**config.mk**
```make
export PLATFORM = sky130hd
export DESIGN_NAME = pab_round
export DESIGN_NICKNAME = d
export VERILOG_FILES = /design/src/pab_pkg.sv /design/src/pab_round.sv
export SDC_FILE = /design/constraint.sdc
export NUM_CORES = 2
export LEC_CHECK = 0
export BUFFER_PORTS_ARGS = -buffer_cell sky130_fd_sc_hd__buf_2
export CAP_MARGIN = 20
export CORE_ASPECT_RATIO = 0.5
export CORE_UTILIZATION = 40
export DETAILED_ROUTE_END_ITERATION = 7
export SYNTH_ARGS = -nofsm -noshare
export SYNTH_HDL_FRONTEND = slang
export SYNTH_SLANG_ARGS = --single-unit
```
**constraint.sdc**
```tcl
create_clock -name clk -period 10.75 [get_ports clk]
set_input_delay 1.075 -clock clk [delete_from_list [all_inputs] [get_ports clk]]
set_output_delay 1.075 -clock clk [all_outputs]
set_load 0.05 [all_outputs]
```
**src/pab_pkg.sv**
```systemverilog
// Shared types and constants of the polygon area and bounds block.
package pab_pkg;

    localparam int IN_W       = 30;
    localparam int AREA_W     = 62;
    localparam int SUM_W      = 64;
    localparam int IN_DATA_W  = 64;
    localparam int OUT_DATA_W = 184;
    localparam int OUT_PAD_W  = OUT_DATA_W - AREA_W - 4 * IN_W;
    localparam int STEP_W     = 10;

    // round_digits codes: decimal places of metres kept
    localparam logic [1:0] DIG_M  = 2'd0;
    localparam logic [1:0] DIG_DM = 2'd1;
    localparam logic [1:0] DIG_CM = 2'd2;
    localparam logic [1:0] DIG_MM = 2'd3;

    typedef struct packed {
        logic ld_r;
        logic ld_b;
    } pab_rnd_ctrl_t;

    typedef struct packed {
        logic ld_c;
        logic ld_t;
        logic upd_sum;
        logic ld_d;
        logic b_last;
        logic c_last;
        logic t_last;
    } pab_acc_ctrl_t;

endpackage

```
**src/pab_round.sv**
```systemverilog
// Two-stage rounding of one coordinate to the selected decimal step.
module pab_round #(
    parameter int COORD_BITS = 30
) (
    input  logic                          clk,
    input  pab_pkg::pab_rnd_ctrl_t        ctrl,
    input  logic [pab_pkg::IN_W-1:0]      coord,
    input  logic [1:0]                    digits,
    output logic signed [COORD_BITS-1:0]  rounded
);
    import pab_pkg::*;

    localparam int MW = ((COORD_BITS > 10) ? COORD_BITS : 10) + 1;
    localparam int PW = 2 * MW + 1;
    // exact reciprocals for dividends below 2^MW
    localparam logic [MW:0] RCP_1000 = (MW + 1)'(((64'd1 << (MW + 10)) + 64'd999) / 64'd1000);
    localparam logic [MW:0] RCP_100  = (MW + 1)'(((64'd1 << (MW + 7)) + 64'd99) / 64'd100);
    localparam logic [MW:0] RCP_10   = (MW + 1)'(((64'd1 << (MW + 4)) + 64'd9) / 64'd10);
    localparam logic [MW-1:0] HALF_RANGE = MW'(1) << (COORD_BITS - 1);

    logic signed [COORD_BITS-1:0] v;
    logic signed [MW-1:0]         v_ext;
    logic [MW-1:0]                mag;
    logic [MW-1:0]                half;
    logic [MW:0]                  rcp;
    logic [MW-1:0]                mag_half;
    logic [PW-1:0]                prod;
    logic [MW-1:0]                q_next;

    logic [MW-1:0]                q_reg;
    logic                         neg_reg;
    logic [1:0]                   dig_reg;

    logic [STEP_W-1:0]            step;
    logic [MW+STEP_W-1:0]         rprod;
    logic [MW-1:0]                rmag;
    logic [MW-1:0]                lim;
    logic [MW-1:0]                sat;
    logic signed [COORD_BITS-1:0] rounded_next;
    logic signed [COORD_BITS-1:0] rounded_reg;

    assign v     = coord[COORD_BITS-1:0];
    assign v_ext = MW'(v);
    assign mag   = v[COORD_BITS-1] ? (~v_ext + 1'b1) : v_ext;

    always_comb
    begin
        case (digits)
            DIG_M:
            begin
                half = MW'(500);
                rcp  = RCP_1000;
            end
            DIG_DM:
            begin
                half = MW'(50);
                rcp  = RCP_100;
            end
            DIG_CM:
            begin
                half = MW'(5);
                rcp  = RCP_10;
            end
            default:
            begin
                half = '0;
                rcp  = '0;
            end
        endcase
    end

    assign mag_half = mag + half;
    assign prod     = PW'(mag_half) * PW'(rcp);

    always_comb
    begin
        case (digits)
            DIG_M:   q_next = MW'(prod >> (MW + 10));
            DIG_DM:  q_next = MW'(prod >> (MW + 7));
            DIG_CM:  q_next = MW'(prod >> (MW + 4));
            default: q_next = mag_half;
        endcase
    end

    always_ff @(posedge clk)
    begin
        if (ctrl.ld_r)
        begin
            q_reg   <= q_next;
            neg_reg <= v[COORD_BITS-1];
            dig_reg <= digits;
        end
    end

    always_comb
    begin
        case (dig_reg)
            DIG_M:   step = STEP_W'(1000);
            DIG_DM:  step = STEP_W'(100);
            DIG_CM:  step = STEP_W'(10);
            default: step = STEP_W'(1);
        endcase
    end

    // scale the quotient back and clamp to the signed coordinate range
    assign rprod = q_reg * step;
    assign rmag  = rprod[MW-1:0];
    assign lim   = neg_reg ? HALF_RANGE : (HALF_RANGE - 1'b1);
    assign sat   = (rmag > lim) ? lim : rmag;
    assign rounded_next = neg_reg ? (~sat[COORD_BITS-1:0] + 1'b1) : sat[COORD_BITS-1:0];

    always_ff @(posedge clk)
    begin
        if (ctrl.ld_b)
        begin
            rounded_reg <= rounded_next;
        end
    end

    assign rounded = rounded_reg;

endmodule

```
## Word-level counts from Yosys, hierarchy flattened

Cells that the tools add are included.
W data, S select, Z words.

- Add/sub/neg operators: 3
- Multipliers: 2
- $lt $le $gt $ge: 1
- Equal/unequal tests: 4
- Muxes and demuxes: 8
- Bitwise logic cells: 2
- Reduce and logical (&&, ||, !) cells: 2

Operators with widths:

| kind | number |
|---|---|
| $pmux W32 S3 | 1 |
| $pmux W31 S3 | 1 |
| $mux W30 | 3 |
| $mul A31 B32 Y63 | 1 |
| $add A31 B1 Y31 const B | 1 |
| $add A31 B31 Y31 | 1 |
| $gt A31 B30 Y1 | 1 |
| $mul A31 B10 Y31 | 1 |
| $mux W31 | 1 |
| $not A31 Y31 | 1 |
| $add A30 B1 Y30 const B | 1 |
| $not A30 Y30 | 1 |
| $pmux W10 S3 | 1 |
| $pmux W9 S3 | 1 |
| $eq A2 B1 Y1 const B | 2 |
| $eq A2 B2 Y1 const B | 2 |
| $logic_not A2 Y1 | 2 |

- Flip-flop bits (word level): 64
- Output and inout port bits: 30
- Logic and storage cells: 26

## Longest topological paths before layout

- Depth after elaboration: 8
- Mapped depth: 46
- Depth with buffers taken out: 44

## Worst setup path before layout

OpenSTA, ideal clock, no wires.

- Kind: input to register
- Start point: in digits[1]
- End point: reg q_reg[11] (data pin)
- Setup time: 275 ps
- Data arrival time: 11221 ps
- Data required time: 10475 ps
- Path slack: -746 ps
- Cell stages on the path: 36
- Cells stage by stage: inv_1 ha_1 clkbuf_1 o21ai_0 clkinv_1 clkbuf_1 ha_1 a31oi_1 o21ai_0 a31oi_1 nor2_1 nand2_1 xor2_1 clkbuf_1 nand2_1 fa_1 fa_1 inv_1 fa_1 fa_1 fa_1 fa_1 fa_1 fa_1 ha_1 a21o_1 a21o_1 a221oi_1 nand3_1 o21ai_0 o31ai_1 a21oi_1 o21ba_2 xnor2_1 a221oi_1 a22oi_1

- Longest elaborated chain between the ends: 5
- Elaborated cells between the ends (all ways): 8

RTL lines:

| element | line | RTL |
|---|---|---|
| start: declaration | pab_round.sv:8 | `input logic [1:0] digits,` |
| $eq A2 B2 Y1 (tied with other cells) | pab_round.sv:48, pab_round.sv:77 |  |
| $pmux W9 S3 | pab_round.sv:48 | `case (digits)` |
| $add A31 B31 Y31 | pab_round.sv:72 | `assign mag_half = mag + half;` |
| $mul A31 B32 Y63 | pab_round.sv:73 | `assign prod = PW'(mag_half) * PW'(rcp);` |
| $pmux W31 S3 (*) | pab_round.sv:77 | `case (digits)` |
| net q_next[11] | pab_round.sv:28 | `logic [MW-1:0] q_next;` |
| end signal: assignment | pab_round.sv:89 | `q_reg <= q_next;` |
| end: declaration | pab_round.sv:30 | `logic [MW-1:0] q_reg;` |

Mark *: on every way through the listed nets, which the timed path passes. The rest lies on a longest branch.
A chain may end at the register's enable or synchronous reset.

## Worst setup path after layout

- Start point: in coord[11] (netlist bit)
- End point: reg q_reg[12] (data pin)

- Longest elaborated chain between the ends: 6

RTL lines:

| element | line | RTL |
|---|---|---|
| start: declaration | pab_round.sv:7 | `input logic [pab_pkg::IN_W-1:0] coord,` |
| $not A31 Y31 | pab_round.sv:44 | `assign mag = v[COORD_BITS-1] ? (~v_ext + 1'b1) : v_ext;` |
| $add A31 B1 Y31 | pab_round.sv:44 |  |
| $mux W31 (*) | pab_round.sv:44 |  |
| $add A31 B31 Y31 (*) | pab_round.sv:72 |  |
| $mul A31 B32 Y63 | pab_round.sv:73 |  |
| $pmux W31 S3 (*) | pab_round.sv:77 |  |
| net q_next[12] | pab_round.sv:28 |  |

Marks and branches as above.

==> run_results.csv <==
group,metric,value,unit
setup_path,crit_path_start,"coord[11]",
clock_network,insertion_delay,0.36,ns
setup_path,cp.arrival,10.86,ns
layout,area_growth,21.4,%
setup_path,critPathCaptureType,"register",
layout,fillers,9316,
yosys,syn_area,39400,µm²
grt,grt_overflow_total,0,
grt,grt_pass1_vias,33800,
routing,drcViolationCount,0,
sta,timing.final.ws_setup,-0.0559,ns
yosys,synth.distinct_cells,89,
clock_network,cts_buffer_depth,2,
layout,largest_register_ffs,31,
layout,final-instance-count-excl-fill,6212,
die,die_height,224,µm
setup_path,slowest_delay,0.59,ns
placement,pre_cts_ws,-1.14,ns
clock_network,cts_hold_buffers,0,
sta,worstMarginPinSlew,1.19,ns
setup_path,cpMostUsedCell,"fa_1",
layout,postLayoutCellArea,47900,µm²
yosys,syn_area_per_cell,9.36,µm²
clock_network,cts_tree,"yes",
min_path,min_from,"digits[1]",
routing,drt_iter0_drc,2437,
die,rows,81,
yosys,synth_enable_flop_cells,64,
die,core-area,97700,µm²
grt,track_usage,0.283,
min_path,min_path_type,"primary input to register",
sta,finalCritPeriodShare,1.01,
setup_path,cp_max_fo,4,
yosys,synth_flop_cell,"edfxtp_1",
placement,gp_congestion,1.01,
grt,grt_max_degree,82,
sta,fmax,92.5,MHz
job,maxCapViolCount,0,
routing,via_per_inst,5.16,
clock_network,clk_pin_slew,0.06,ns
setup_path,worst_setup_path_start_kind,"primary input",
setup_path,required,10.80,ns
sta,rsz0062_at_grt,"yes",
routing,routedWlPerCell,22.6,µm
setup_path,slowest_stage,"fa_2",
die,die_w,446,µm
layout,fin_nets,6287,
yosys,yosysSeqAreaShare,0.0487,
placement,dp.cells,6154,
sta,relSlewSlack,0.201,
sta,finalSetupViolCount,3,
sta,drv_slew,0,
sta,skew,0.0141,ns
yosys,ys_ff_latch,64,
setup_path,worst-setup-path-type,"primary input to register",
clock_network,cts_htree_levels,3,
yosys,yosys-mux-area-fraction,0.00263,
yosys,syn_inst,4215,
routing,ant_nets,0,
setup_path,timing.rr.start,"dig_reg[0]",
sta,hold_violations,0,
status,violations,"negative setup slack",
yosys,synthAdderAreaFrac,0.600,
die,num_io_pins,65,
placement,placed_area,46000,µm²
yosys,synth-xor-area-share,0.0366,
sta,timing.final.crit_period,10.81,ns
die,start_util,0.404,
yosys,synth_top_family_by_area,"adder cells",
placement,dp_hpwl,125000,µm
status,status,"complete, but fails checks",
yosys,synth-simple-area-share,0.107,
yosys,ys_async_sr_fraction,0,
grt,grt_pass1_wl,209000,µm
layout,drive_gt1_frac,0.204,
grt,antenna_found_initial,7,
layout,post-route-util,0.490,
yosys,synth_compound_area_frac,0.0872,
yosys,yosys_warnings,0,
clock_network,numCtsBuffers,9,
clock_network,root_buffer,"clkbuf_16",
die,die-area,99900,µm²
placement,portBuffers,64,
clock_network,clkSinkCount,64,
routing,wl,140000,µm
routing,firstDrtPassIters,6,
routing,vias,32000,
[Yosys cell counts, types with 6 or more instances]
master | count | area, µm²
a2111oi_0 | 6 | 52.6
a211oi_1 | 15 | 113
a21o_1 | 55 | 413
a21oi_1 | 160 | 801
a221oi_1 | 17 | 149
a22oi_1 | 8 | 60.1
a2bb2oi_1 | 6 | 52.6
a31oi_1 | 21 | 131
a32oi_1 | 6 | 52.6
and2_1 | 75 | 469
and3_1 | 42 | 263
and4_1 | 9 | 78.8
buf_2 | 8 | 40.0
clkbuf_1 | 101 | 379
edfxtp_1 | 64 | 1920
fa_1 | 859 | 17200
ha_1 | 516 | 6460
inv_1 | 1117 | 4190
mux2i_1 | 7 | 70.1
nand2_1 | 256 | 961
nand2b_1 | 43 | 269
nand3_1 | 35 | 175
nand4_1 | 21 | 131
nor2_1 | 180 | 676
nor2b_1 | 64 | 400
nor3_1 | 39 | 195
nor4_1 | 19 | 119
o2111ai_1 | 6 | 52.6
o21a_1 | 11 | 82.6
o21ai_0 | 74 | 370
o21bai_1 | 20 | 150
o22ai_1 | 7 | 43.8
o31ai_1 | 21 | 158
o41ai_1 | 8 | 70.1
or2_2 | 27 | 169
or3_1 | 12 | 75.1
xnor2_1 | 96 | 841
xor2_1 | 65 | 569
[what timing repair did]
item | in CTS | in global routing
setup buffers | 17 | 23
resized for setup | 81 | 165
pin swaps | 23 | 60
setup endpoints to repair | 28 | 28
gates cloned | 0 | 1
[area by class of cell]
class | count | area (µm²) | share of cell area
inverters | 1123 | 4230 | 0.0883
clock buffers | 9 | 225 | 0.00470
clock inverters | 7 | 96.3 | 0.00201
repair buffers | 754 | 5630 | 0.118
multi-input cells | 2925 | 34100 | 0.712
diodes | 2 | 5.00 | 0.000105
well taps | 1328 | 1660 | 0.0347
flip-flops and latches | 64 | 1920 | 0.0401
[critical path, delay by kind of cell]
family | cells | cell delay, ns
buf+inv | 7 | 0.99
xor+xnor | 2 | 0.34
simple gates | 8 | 2.13
compound gates | 10 | 2.07
fa+ha+maj | 9 | 4.24
[path summary, 6_finish.rpt]
| check | to | slack [ns] | cells past startpoint |
|---|---|---|---|
| setup reg to reg | rounded[28] | 0.67 | 31 |
| hold / removal | dig_reg[1] | 1.03 | 1 |
| setup / recovery | q_reg[12] | -0.06 | 36 |
| hold reg to reg | rounded[15] | 1.08 | 2 |
[cells by family (layout without fill, tap and decap cells)]
| family | Yosys count | in the layout |
|---|---|---|
| multiplexers | 10 | 10 |
| other | 2 | 16 |
| AND/OR/NAND/NOR | 847 | 847 |
| XOR/XNOR | 163 | 163 |
| buffers and inverters | 1238 | 1893 |
| AO/OA/AOI/OAI | 516 | 516 |
| flip-flops | 64 | 64 |
| adder cells (fa/ha/maj) | 1375 | 1375 |
[through the flow]
stage	hold WS, ns	setup TNS (ns)
floorplan	0.823	0
global placement	1.04	-24.23
detailed placement	1.04	-24.22
CTS	1.02	-0.00998
global route	1.02	-5.27
finish	1.03	-0.113
[layer usage]
metal	track usage	vias to the layer above	part of all wire
li1	-	14400	-
met5	0	-	0.00029
met1	0.405	16200	0.44
met4	0.0695	6	0.030
met3	0.0446	195	0.077
met2	0.446	1189	0.45
[cell usage in the layout, fill, tap and decap left out, types with 12 or more instances in the layout]
cell type and instances:
xor2_1 55, inv_1 1107, nand3_1 34, buf_4 673
nor2_1 170, nor3_1 36, o21ai_1 12, buf_6 14
a211oi_1 12, nand4_1 21, o21bai_1 19, a21oi_2 17
a31oi_1 14, nor4_1 15, or2_2 27, o31ai_1 15
and2_1 69, a21o_1 53, and3_1 41, ha_1 502
nand2b_1 42, nor2b_1 62, fa_1 840, conb_1 14
xnor2_1 86, a21oi_1 142, nand2_1 251, fa_2 19
buf_2 60, o21ai_0 56, ha_4 12, a221oi_1 12
edfxtp_1 64
Power is left out: the tool's default activity adds up to more than one toggle a clock period on the data nets, which glitch-free logic cannot reach.
